## src/sv/sgcs_pkg.sv

```systemverilog
package sgcs_pkg;

	localparam int ADDR_WIDTH_DEF = 32;
	localparam int LEN_WIDTH_DEF  = 24;
	localparam int QUEUE_DEPTH    = 2;

	// request codes on the input channel
	localparam logic [1:0] REQ_START = 2'd0;
	localparam logic [1:0] REQ_SRC   = 2'd1;
	localparam logic [1:0] REQ_DST   = 2'd2;

	typedef enum logic [1:0] {
		CMD_START = 2'd0,
		CMD_SRC   = 2'd1,
		CMD_DST   = 2'd2,
		CMD_NOP   = 2'd3
	} cmd_kind_t;

	typedef enum logic [1:0] {
		WANT_SRC  = 2'd0,
		WANT_DST  = 2'd1,
		WANT_BOTH = 2'd2,
		WANT_NONE = 2'd3
	} want_t;

endpackage

```

## src/sv/sgcs_front.sv

```systemverilog
module sgcs_front #(
	parameter int ADDR_WIDTH = sgcs_pkg::ADDR_WIDTH_DEF,
	parameter int LEN_WIDTH  = sgcs_pkg::LEN_WIDTH_DEF
) (
	input  logic [1:0]              req_type,
	input  logic [ADDR_WIDTH-1:0]   desc_addr,
	input  logic [LEN_WIDTH-1:0]    seg_len,
	input  logic                    last_entry,
	input  logic [LEN_WIDTH-1:0]    start_offset,
	input  logic [LEN_WIDTH-1:0]    total_bytes,
	output sgcs_pkg::cmd_kind_t     cmd_kind,
	output logic [ADDR_WIDTH-1:0]   cmd_addr,
	output logic [LEN_WIDTH-1:0]    cmd_len,
	output logic [LEN_WIDTH-1:0]    cmd_aux,
	output logic                    cmd_last
);
	import sgcs_pkg::*;

	// start items reuse the length slot for the offset and carry the total in aux
	always_comb begin
		cmd_kind = CMD_NOP;
		cmd_addr = '0;
		cmd_len  = '0;
		cmd_aux  = '0;
		cmd_last = 1'b0;
		unique case (req_type)
			REQ_START: begin
				cmd_kind = CMD_START;
				cmd_len  = start_offset;
				cmd_aux  = total_bytes;
			end
			REQ_SRC: begin
				cmd_kind = CMD_SRC;
				cmd_addr = desc_addr;
				cmd_len  = seg_len;
				cmd_last = last_entry;
			end
			REQ_DST: begin
				cmd_kind = CMD_DST;
				cmd_addr = desc_addr;
				cmd_len  = seg_len;
				cmd_last = last_entry;
			end
			default: begin
				cmd_kind = CMD_NOP;
			end
		endcase
	end

endmodule

```

## src/sv/sgcs_queue.sv

```systemverilog
module sgcs_queue #(
	parameter int WIDTH = 8,
	parameter int DEPTH = sgcs_pkg::QUEUE_DEPTH
) (
	input  logic             clk,
	input  logic             arst_n,
	input  logic             push_valid,
	output logic             push_stall,
	input  logic [WIDTH-1:0] push_data,
	output logic             pop_valid,
	input  logic             pop_ready,
	output logic [WIDTH-1:0] pop_data
);
	import sgcs_pkg::*;

	localparam int PW = (DEPTH > 1) ? $clog2(DEPTH) : 1;
	localparam int CW = $clog2(DEPTH + 1);

	logic [WIDTH-1:0] mem_q [DEPTH];
	logic [PW-1:0]    wr_ptr_q;
	logic [PW-1:0]    rd_ptr_q;
	logic [CW-1:0]    count_q;
	logic             push;
	logic             pop;

	assign push_stall = (count_q == CW'(DEPTH));
	assign pop_valid  = (count_q != '0);
	assign pop_data   = mem_q[rd_ptr_q];
	assign push       = push_valid && !push_stall;
	assign pop        = pop_valid && pop_ready;

	always_ff @(posedge clk) begin
		if (push) begin
			mem_q[wr_ptr_q] <= push_data;
		end
	end

	always_ff @(posedge clk or negedge arst_n) begin
		if (!arst_n) begin
			wr_ptr_q <= '0;
			rd_ptr_q <= '0;
			count_q  <= '0;
		end else begin
			if (push) begin
				wr_ptr_q <= (wr_ptr_q == PW'(DEPTH - 1)) ? '0 : wr_ptr_q + 1'b1;
			end
			if (pop) begin
				rd_ptr_q <= (rd_ptr_q == PW'(DEPTH - 1)) ? '0 : rd_ptr_q + 1'b1;
			end
			if (push && !pop) begin
				count_q <= count_q + 1'b1;
			end else if (pop && !push) begin
				count_q <= count_q - 1'b1;
			end
		end
	end

endmodule

```

## src/sv/sgcs_back.sv

```systemverilog
module sgcs_back #(
	parameter int ADDR_WIDTH = sgcs_pkg::ADDR_WIDTH_DEF,
	parameter int LEN_WIDTH  = sgcs_pkg::LEN_WIDTH_DEF
) (
	input  logic                    clk,
	input  logic                    arst_n,
	input  logic                    cmd_valid,
	output logic                    cmd_pop,
	input  sgcs_pkg::cmd_kind_t     cmd_kind,
	input  logic [ADDR_WIDTH-1:0]   cmd_addr,
	input  logic [LEN_WIDTH-1:0]    cmd_len,
	input  logic [LEN_WIDTH-1:0]    cmd_aux,
	input  logic                    cmd_last,
	output logic                    out_valid,
	input  logic                    out_stall,
	output logic                    is_copy,
	output logic [ADDR_WIDTH-1:0]   src_addr,
	output logic [ADDR_WIDTH-1:0]   dst_addr,
	output logic [LEN_WIDTH-1:0]    copy_len,
	output logic [1:0]              next_wanted,
	output logic                    done_res,
	output logic [LEN_WIDTH-1:0]    copied_total
);
	import sgcs_pkg::*;

	// transfer state
	logic                  active_q;
	logic [ADDR_WIDTH-1:0] src_seg_addr_q;
	logic [LEN_WIDTH-1:0]  src_seg_len_q;
	logic [LEN_WIDTH-1:0]  src_pos_q;
	logic                  src_held_q;
	logic                  src_is_last_q;
	logic [ADDR_WIDTH-1:0] dst_seg_addr_q;
	logic [LEN_WIDTH-1:0]  dst_seg_len_q;
	logic [LEN_WIDTH-1:0]  dst_pos_q;
	logic                  dst_held_q;
	logic                  dst_is_last_q;
	logic [LEN_WIDTH-1:0]  bytes_left_q;
	logic [LEN_WIDTH-1:0]  bytes_done_q;

	logic                  active_d;
	logic [ADDR_WIDTH-1:0] src_seg_addr_d;
	logic [LEN_WIDTH-1:0]  src_seg_len_d;
	logic [LEN_WIDTH-1:0]  src_pos_d;
	logic                  src_held_d;
	logic                  src_is_last_d;
	logic [ADDR_WIDTH-1:0] dst_seg_addr_d;
	logic [LEN_WIDTH-1:0]  dst_seg_len_d;
	logic [LEN_WIDTH-1:0]  dst_pos_d;
	logic                  dst_held_d;
	logic                  dst_is_last_d;
	logic [LEN_WIDTH-1:0]  bytes_left_d;
	logic [LEN_WIDTH-1:0]  bytes_done_d;

	// result register
	logic                  out_valid_q;
	logic                  is_copy_q;
	logic [ADDR_WIDTH-1:0] src_addr_q;
	logic [ADDR_WIDTH-1:0] dst_addr_q;
	logic [LEN_WIDTH-1:0]  copy_len_q;
	want_t                 next_wanted_q;
	logic                  done_res_q;
	logic [LEN_WIDTH-1:0]  copied_total_q;

	logic                  do_copy;
	logic                  fin;
	logic [LEN_WIDTH-1:0]  avail_s;
	logic [LEN_WIDTH-1:0]  avail_d;
	logic [LEN_WIDTH-1:0]  min_sd;
	logic [LEN_WIDTH-1:0]  n;
	logic                  is_copy_d;
	logic [ADDR_WIDTH-1:0] src_addr_d;
	logic [ADDR_WIDTH-1:0] dst_addr_d;
	want_t                 want_d;
	logic                  out_ready;

	assign out_ready = !out_valid_q || !out_stall;
	assign cmd_pop   = cmd_valid && out_ready;

	always_comb begin
		active_d       = active_q;
		src_seg_addr_d = src_seg_addr_q;
		src_seg_len_d  = src_seg_len_q;
		src_pos_d      = src_pos_q;
		src_held_d     = src_held_q;
		src_is_last_d  = src_is_last_q;
		dst_seg_addr_d = dst_seg_addr_q;
		dst_seg_len_d  = dst_seg_len_q;
		dst_pos_d      = dst_pos_q;
		dst_held_d     = dst_held_q;
		dst_is_last_d  = dst_is_last_q;
		bytes_left_d   = bytes_left_q;
		bytes_done_d   = bytes_done_q;
		do_copy        = 1'b0;
		fin            = 1'b0;
		is_copy_d      = 1'b0;
		src_addr_d     = '0;
		dst_addr_d     = '0;

		unique case (cmd_kind)
			CMD_START: begin
				src_seg_addr_d = '0;
				src_seg_len_d  = '0;
				src_held_d     = 1'b0;
				src_is_last_d  = 1'b0;
				dst_seg_addr_d = '0;
				dst_seg_len_d  = '0;
				dst_pos_d      = '0;
				dst_held_d     = 1'b0;
				dst_is_last_d  = 1'b0;
				bytes_done_d   = '0;
				src_pos_d      = cmd_len;
				bytes_left_d   = cmd_aux;
				active_d       = |cmd_aux;
			end
			CMD_SRC: begin
				if (active_q && !src_held_q) begin
					if (src_pos_q >= cmd_len) begin
						// segment lies wholly inside the start offset
						src_pos_d = src_pos_q - cmd_len;
						if (cmd_last) begin
							active_d   = 1'b0;
							src_held_d = 1'b0;
							dst_held_d = 1'b0;
						end
					end else begin
						src_seg_addr_d = cmd_addr;
						src_seg_len_d  = cmd_len;
						src_is_last_d  = cmd_last;
						src_held_d     = 1'b1;
						do_copy        = dst_held_q;
					end
				end
			end
			CMD_DST: begin
				if (active_q && !dst_held_q) begin
					dst_seg_addr_d = cmd_addr;
					dst_seg_len_d  = cmd_len;
					dst_is_last_d  = cmd_last;
					dst_pos_d      = '0;
					dst_held_d     = 1'b1;
					do_copy        = src_held_q;
				end
			end
			default: begin
			end
		endcase

		avail_s = src_seg_len_d - src_pos_d;
		avail_d = dst_seg_len_d - dst_pos_d;
		min_sd  = (avail_s < avail_d) ? avail_s : avail_d;
		n       = (min_sd < bytes_left_q) ? min_sd : bytes_left_q;

		if (do_copy) begin
			is_copy_d    = 1'b1;
			src_addr_d   = src_seg_addr_d + ADDR_WIDTH'(src_pos_d);
			dst_addr_d   = dst_seg_addr_d + ADDR_WIDTH'(dst_pos_d);
			bytes_done_d = bytes_done_q + n;
			bytes_left_d = bytes_left_q - n;
			if (n == avail_s) begin
				src_held_d = 1'b0;
				src_pos_d  = '0;
				fin        = src_is_last_d;
			end else begin
				src_pos_d = src_pos_d + n;
			end
			// an exhausted last source ends the transfer before dst moves
			if (!fin) begin
				if (n == avail_d) begin
					dst_held_d = 1'b0;
					dst_pos_d  = '0;
					fin        = dst_is_last_d;
				end else begin
					dst_pos_d = dst_pos_d + n;
				end
				if (bytes_left_d == '0) begin
					fin = 1'b1;
				end
			end
			if (fin) begin
				active_d   = 1'b0;
				src_held_d = 1'b0;
				dst_held_d = 1'b0;
			end
		end

		priority if (!active_d) begin
			want_d = WANT_NONE;
		end else if (!src_held_d && !dst_held_d) begin
			want_d = WANT_BOTH;
		end else if (!src_held_d) begin
			want_d = WANT_SRC;
		end else if (!dst_held_d) begin
			want_d = WANT_DST;
		end else begin
			want_d = WANT_NONE;
		end
	end

	always_ff @(posedge clk or negedge arst_n) begin
		if (!arst_n) begin
			active_q       <= 1'b0;
			src_seg_addr_q <= '0;
			src_seg_len_q  <= '0;
			src_pos_q      <= '0;
			src_held_q     <= 1'b0;
			src_is_last_q  <= 1'b0;
			dst_seg_addr_q <= '0;
			dst_seg_len_q  <= '0;
			dst_pos_q      <= '0;
			dst_held_q     <= 1'b0;
			dst_is_last_q  <= 1'b0;
			bytes_left_q   <= '0;
			bytes_done_q   <= '0;
			out_valid_q    <= 1'b0;
		end else begin
			if (out_ready) begin
				out_valid_q <= cmd_valid;
			end
			if (cmd_pop) begin
				active_q       <= active_d;
				src_seg_addr_q <= src_seg_addr_d;
				src_seg_len_q  <= src_seg_len_d;
				src_pos_q      <= src_pos_d;
				src_held_q     <= src_held_d;
				src_is_last_q  <= src_is_last_d;
				dst_seg_addr_q <= dst_seg_addr_d;
				dst_seg_len_q  <= dst_seg_len_d;
				dst_pos_q      <= dst_pos_d;
				dst_held_q     <= dst_held_d;
				dst_is_last_q  <= dst_is_last_d;
				bytes_left_q   <= bytes_left_d;
				bytes_done_q   <= bytes_done_d;
			end
		end
	end

	always_ff @(posedge clk) begin
		if (cmd_pop) begin
			is_copy_q      <= is_copy_d;
			src_addr_q     <= src_addr_d;
			dst_addr_q     <= dst_addr_d;
			copy_len_q     <= do_copy ? n : '0;
			next_wanted_q  <= want_d;
			done_res_q     <= !active_d;
			copied_total_q <= bytes_done_d;
		end
	end

	assign out_valid    = out_valid_q;
	assign is_copy      = is_copy_q;
	assign src_addr     = src_addr_q;
	assign dst_addr     = dst_addr_q;
	assign copy_len     = copy_len_q;
	assign next_wanted  = next_wanted_q;
	assign done_res     = done_res_q;
	assign copied_total = copied_total_q;

endmodule

```

## src/sv/scatter_gather_copy_segmenter_core.sv

```systemverilog
// Scatter-gather copy planner. Send a start transaction (offset, total), then source and
// destination descriptors; every input transaction yields exactly one result carrying
// either a copy segment (source address, destination address, length) or just status:
// which descriptor kind is wanted next, whether the transfer is done, and the running
// byte count. Throughput is one transaction per cycle sustained while out_stall is low;
// an accepted transaction is written into the two-entry command queue, then popped
// into the result register. The back end computes all segment state for one
// transaction combinationally and registers it on the pop, which sets that rate.
// in_stall rises only when the queue is full.
module scatter_gather_copy_segmenter_core #(
	parameter int ADDR_WIDTH = sgcs_pkg::ADDR_WIDTH_DEF,
	parameter int LEN_WIDTH  = sgcs_pkg::LEN_WIDTH_DEF
) (
	input  logic                  clk,
	input  logic                  arst_n,
	input  logic                  in_valid,
	output logic                  in_stall,
	input  logic [1:0]            req_type,
	input  logic [ADDR_WIDTH-1:0] desc_addr,
	input  logic [LEN_WIDTH-1:0]  seg_len,
	input  logic                  last_entry,
	input  logic [LEN_WIDTH-1:0]  start_offset,
	input  logic [LEN_WIDTH-1:0]  total_bytes,
	output logic                  out_valid,
	input  logic                  out_stall,
	output logic                  is_copy,
	output logic [ADDR_WIDTH-1:0] src_addr,
	output logic [ADDR_WIDTH-1:0] dst_addr,
	output logic [LEN_WIDTH-1:0]  copy_len,
	output logic [1:0]            next_wanted,
	output logic                  done_res,
	output logic [LEN_WIDTH-1:0]  copied_total
);
	import sgcs_pkg::*;

	localparam int QW = 2 + ADDR_WIDTH + 2 * LEN_WIDTH + 1;

	cmd_kind_t             f_kind;
	logic [ADDR_WIDTH-1:0] f_addr;
	logic [LEN_WIDTH-1:0]  f_len;
	logic [LEN_WIDTH-1:0]  f_aux;
	logic                  f_last;
	logic [QW-1:0]         push_data;
	logic [QW-1:0]         pop_data;
	logic                  q_valid;
	logic                  q_pop;
	cmd_kind_t             b_kind;
	logic [ADDR_WIDTH-1:0] b_addr;
	logic [LEN_WIDTH-1:0]  b_len;
	logic [LEN_WIDTH-1:0]  b_aux;
	logic                  b_last;

	sgcs_front #(
		.ADDR_WIDTH (ADDR_WIDTH),
		.LEN_WIDTH  (LEN_WIDTH)
	) u_front (
		.req_type     (req_type),
		.desc_addr    (desc_addr),
		.seg_len      (seg_len),
		.last_entry   (last_entry),
		.start_offset (start_offset),
		.total_bytes  (total_bytes),
		.cmd_kind     (f_kind),
		.cmd_addr     (f_addr),
		.cmd_len      (f_len),
		.cmd_aux      (f_aux),
		.cmd_last     (f_last)
	);

	assign push_data = {f_kind, f_addr, f_len, f_aux, f_last};

	sgcs_queue #(
		.WIDTH (QW),
		.DEPTH (QUEUE_DEPTH)
	) u_queue (
		.clk        (clk),
		.arst_n     (arst_n),
		.push_valid (in_valid),
		.push_stall (in_stall),
		.push_data  (push_data),
		.pop_valid  (q_valid),
		.pop_ready  (q_pop),
		.pop_data   (pop_data)
	);

	assign b_kind = cmd_kind_t'(pop_data[QW-1 -: 2]);
	assign b_addr = pop_data[QW-3 -: ADDR_WIDTH];
	assign b_len  = pop_data[2*LEN_WIDTH : LEN_WIDTH+1];
	assign b_aux  = pop_data[LEN_WIDTH : 1];
	assign b_last = pop_data[0];

	sgcs_back #(
		.ADDR_WIDTH (ADDR_WIDTH),
		.LEN_WIDTH  (LEN_WIDTH)
	) u_back (
		.clk          (clk),
		.arst_n       (arst_n),
		.cmd_valid    (q_valid),
		.cmd_pop      (q_pop),
		.cmd_kind     (b_kind),
		.cmd_addr     (b_addr),
		.cmd_len      (b_len),
		.cmd_aux      (b_aux),
		.cmd_last     (b_last),
		.out_valid    (out_valid),
		.out_stall    (out_stall),
		.is_copy      (is_copy),
		.src_addr     (src_addr),
		.dst_addr     (dst_addr),
		.copy_len     (copy_len),
		.next_wanted  (next_wanted),
		.done_res     (done_res),
		.copied_total (copied_total)
	);

endmodule

```

## config.mk

```make
export PLATFORM = sky130hd
export DESIGN_NAME = scatter_gather_copy_segmenter_core
export DESIGN_NICKNAME = d
export VERILOG_FILES = /design/src/sv/sgcs_pkg.sv /design/src/sv/sgcs_front.sv /design/src/sv/sgcs_queue.sv /design/src/sv/sgcs_back.sv /design/src/sv/scatter_gather_copy_segmenter_core.sv
export SDC_FILE = /design/constraint.sdc
export NUM_CORES = 2
export LEC_CHECK = 0
export ABC_AREA = 0
export BUFFER_PORTS_ARGS = -buffer_cell sky130_fd_sc_hd__buf_2
export CAP_MARGIN = 15
export CORE_MARGIN = 8
export CORE_UTILIZATION = 45
export CTS_BUF_LIST = sky130_fd_sc_hd__clkbuf_4
export CTS_CLUSTER_DIAMETER = 40
export DETAILED_ROUTE_END_ITERATION = 12
export PLACE_DENSITY = 0.6
export REMOVE_ABC_BUFFERS = 1
export SYNTH_ARGS = -nofsm -noshare
export SYNTH_HDL_FRONTEND = slang
export SYNTH_HIERARCHICAL = 1
export SYNTH_SLANG_ARGS = --single-unit
```

## constraint.sdc

```tcl
create_clock -name clk -period 24.4 [get_ports clk]
set_clock_uncertainty 0.1 [all_clocks]
set_input_delay 2.44 -clock clk [delete_from_list [all_inputs] [get_ports clk]]
set_output_delay 2.44 -clock clk [all_outputs]
set_load 0.02 [all_outputs]
```

==> results.cfg <==
[outcome]
run_status = complete, no violations

[setup_path]
slowest_stage = a221oi_1
crit_arrival_ns = 20.26
rr_endpoint = u_back/dst_pos_q[23]$_DFFE_PN0P_
r2r_cells = 64
cp-end-kind = flip-flop
start_kind = flip-flop
path_max_fanout = 56
reg2reg_from = u_queue/rd_ptr_q$_DFFE_PN0P_
reg2reg_setup_slack_ns = 4.89
cp.required_ns = 25.14
crit_type = flip-flop to flip-flop
slowest_delay_ns = 0.86

[synth]
synth-adder-area-share = 0.0823
synthArstFlopShare = 0.436
ys_seq_elements = 500
synth.area.mux_share = 0.0563
synth.avg_cell_area_um2 = 8.96
yosys_warnings = 6
synthTopCellsByArea = edfxtp_1 (23%), dfrtp_1 (15%), ha_1 (7.4%)
synth_xor_xnor_area_share = 0.0574
netlist_area_mm2 = 0.0370
synth_compound_area_frac = 0.209
synth-main-ff-cell = edfxtp_1
synth_cell_types = 120
yosysTopAreaCell = edfxtp_1
synth_top_area_share = 0.229
synth_top_family_by_area = compound AO/OA/AOI/OAI gates
synth_edf_count = 282
yosysMostFrequentCell = nand2_1
seq_area_frac_synth = 0.376
synthTopCellsByCount = nand2_1 (627), o21ai_0 (325), nor2_1 (303)
synthSimpleGateAreaFrac = 0.170
syn_inst = 4127

[drt]
drt-wirelength-per-cell_um = 22.0
drtIter0Drc = 2850
viasPerCell = 5.84
wirelength_mm = 122
via_count = 32400
first_pass_iters = 6
ant_nets = 0
drc = 0

[clock_network]
root_buffer = clkbuf_4
clkLatencyLatePin_ns = 1.01
cts_tree = yes
cts.repair.resized = 0
clk_pin_slew_ns = 0.07
cts_buffers = 144
postCtsSetupRepairBufs = 0
cts.sinks = 500
cts.path.max_buffers = 3
cts-hold-fix-buffers = 0
htreeDepth = 4

[hold_path]
hold_start = u_back/dst_seg_len_q[5]$_DFFE_PN0P_
min_path_cells = 2
whs_endpoint = u_back/dst_seg_len_q[5]$_DFFE_PN0P_
hp-class = flip-flop to flip-flop

[global_route]
grt-ovfl-total = 0
grt_antenna_before_repair = 2
grt_pass1_wl_mm = 184
grt_max_degree = 140
grt_pass1_vias = 31100
grt.total_usage = 0.260

[sta]
timing_max_transition_violations_final = 0
hold_violations = 0
finalWorstSetupSlack_ns = 4.89
fin_setup_tns_ns = 0
rsz0062_at_grt = false
finalSetupViolations = 0
period_needed_ns = 19.51
timing.final.crit_share = 0.800
fmax_ghz = 0.0513
slew-limit-headroom = 0.245
worst_slew_pin_slew_ns = 1.12

[placed_design]
preCtsSetupSlack_ns = 5.22
hpwl_mm = 89.4
numPortBuffers = 228
placed_cell_area_mm2 = 0.0391
routabilityCongestion = 0.960

[floorplan]
std_cell_rows = 105
initial_core_util = 0.453
ioPinCount = 229
die_w_um = 303
die_h_um = 303
fp.dieArea_mm2 = 0.0916
core_mm2 = 0.0817

[layout]
multi_input_area_mm2 = 0.0214
fin_nets = 4691
fill_cells = 7964
layout-drive-gt1-share = 0.166
stdcell_area_mm2 = 0.0411
regArea_mm2 = 0.0139
syn_to_final_growth_pct = 11.1

[flow_run]
max-cap-violations = 0
-- area by class of cell --
| type | instances | share of cell area |
|---|---|---|
| multi-input cells | 3189 | 0.520 |
| flip-flops and latches | 500 | 0.339 |
| clock buffers | 217 | 0.0396 |
| repair buffers | 277 | 0.0378 |
| well taps | 1070 | 0.0326 |
| inverters | 242 | 0.0223 |
| clock inverters | 46 | 0.00883 |
| diodes | 2 | 0.000122 |
-- how the worst max path moves through the flow --
stage	slack, ns	cells after the start	end	start
floorplan	2.05	57	u_back/dst_pos_q[23]$_DFFE_PN0P_	u_queue/rd_ptr_q$_DFFE_PN0P_
global placement	5.63	66	u_back/next_wanted[0]$_SDFFCE_PP1P_	u_queue/rd_ptr_q$_DFFE_PN0P_
detailed placement	5.22	65	u_back/next_wanted[0]$_SDFFCE_PP1P_	u_queue/rd_ptr_q$_DFFE_PN0P_
CTS	5.16	65	u_back/next_wanted[1]$_SDFFCE_PP1P_	u_queue/rd_ptr_q$_DFFE_PN0P_
global route	3.91	64	u_back/next_wanted[0]$_SDFFCE_PP1P_	u_queue/rd_ptr_q$_DFFE_PN0P_
finish	4.89	64	u_back/dst_pos_q[23]$_DFFE_PN0P_	u_queue/rd_ptr_q$_DFFE_PN0P_
-- placed cells by master, fill, tap and decap left out, drive strengths merged, types with 15 or more instances in the layout --
master and instances:
a211oi 31, a21boi 24, a21o 61, a21oi 248, a22o 82, a22oi 49, a31oi 35, and2 91
and3 24, buf 277, clkbuf 217, clkinv 36, dfrtp 218, edfxtp 282, ha 220, inv 245
maj3 17, mux2 91, mux2i 83, nand2 627, nand2b 26, nand3 58, nand3b 17, nand4 19
nor2 319, nor2b 16, nor3 75, nor3b 18, nor4 24, o211ai 22, o21a 33, o21ai 346
o21bai 15, o31ai 64, or2 22, or3 24, xnor2 182, xor2 57
-- flip-flops by register name, summed over array words and instances, names as in the netlist, 2 cells and up --
name,count
u_back/src_addr,32
u_back/src_seg_addr_q,32
u_queue/mem_q,166
u_back/dst_seg_addr_q,32
u_back/src_pos_q,24
u_back/dst_addr,32
u_back/next_wanted,2
u_back/copied_total,24
u_back/src_seg_len_q,24
u_back/dst_seg_len_q,24
u_back/bytes_left_q,24
u_back/bytes_done_q,24
u_queue/count_q,2
u_back/copy_len,24
u_back/dst_pos_q,24
-- stage by stage --
step / util / hold WS [ns] / cells
after CTS: 0.503 / 0.378 / 5540
final: 0.503 / 0.378 / 5543
after global placement: 0.478 / 0.357 / 5276
after floorplan: - / 0.346 / 3931
after detailed placement: 0.478 / 0.363 / 5277
after global routing: 0.503 / 0.393 / 5543
-- logic make-up (layout without fill, tap and decap cells) --
family / count (synthesis) / count (layout)
muxes: 174 / 174
other: 0 / 2
and+or+nand+nor: 1379 / 1379
adders and majority gates: 243 / 243
DFF: 500 / 500
AOI/OAI and AO/OA: 1153 / 1153
xor gates and xnor gates: 240 / 240
buffers and inverters: 438 / 782
-- worst max-delay path, delay by kind of cell (launching register included) --
kind	cells	cell delay, ns
compound gates	30	8.55
simple gates	15	3.42
buf+inv	7	2.63
fa+ha+maj	7	2.28
mux	4	1.11
flops	1	0.80
xor+xnor	1	0.29
-- per-layer routing --
metal / routed length, um / GRT usage / vias to the layer above
li1: - / - / 15400
met1: 54700 / 0.356 / 15600
met2: 55100 / 0.414 / 1160
met3: 8180 / 0.0446 / 194
met4: 3730 / 0.0944 / 0
met5: 0 / 0 / -
Power is left out: the tool's default activity adds up to more than one toggle a clock period on the data nets, which glitch-free logic cannot reach.
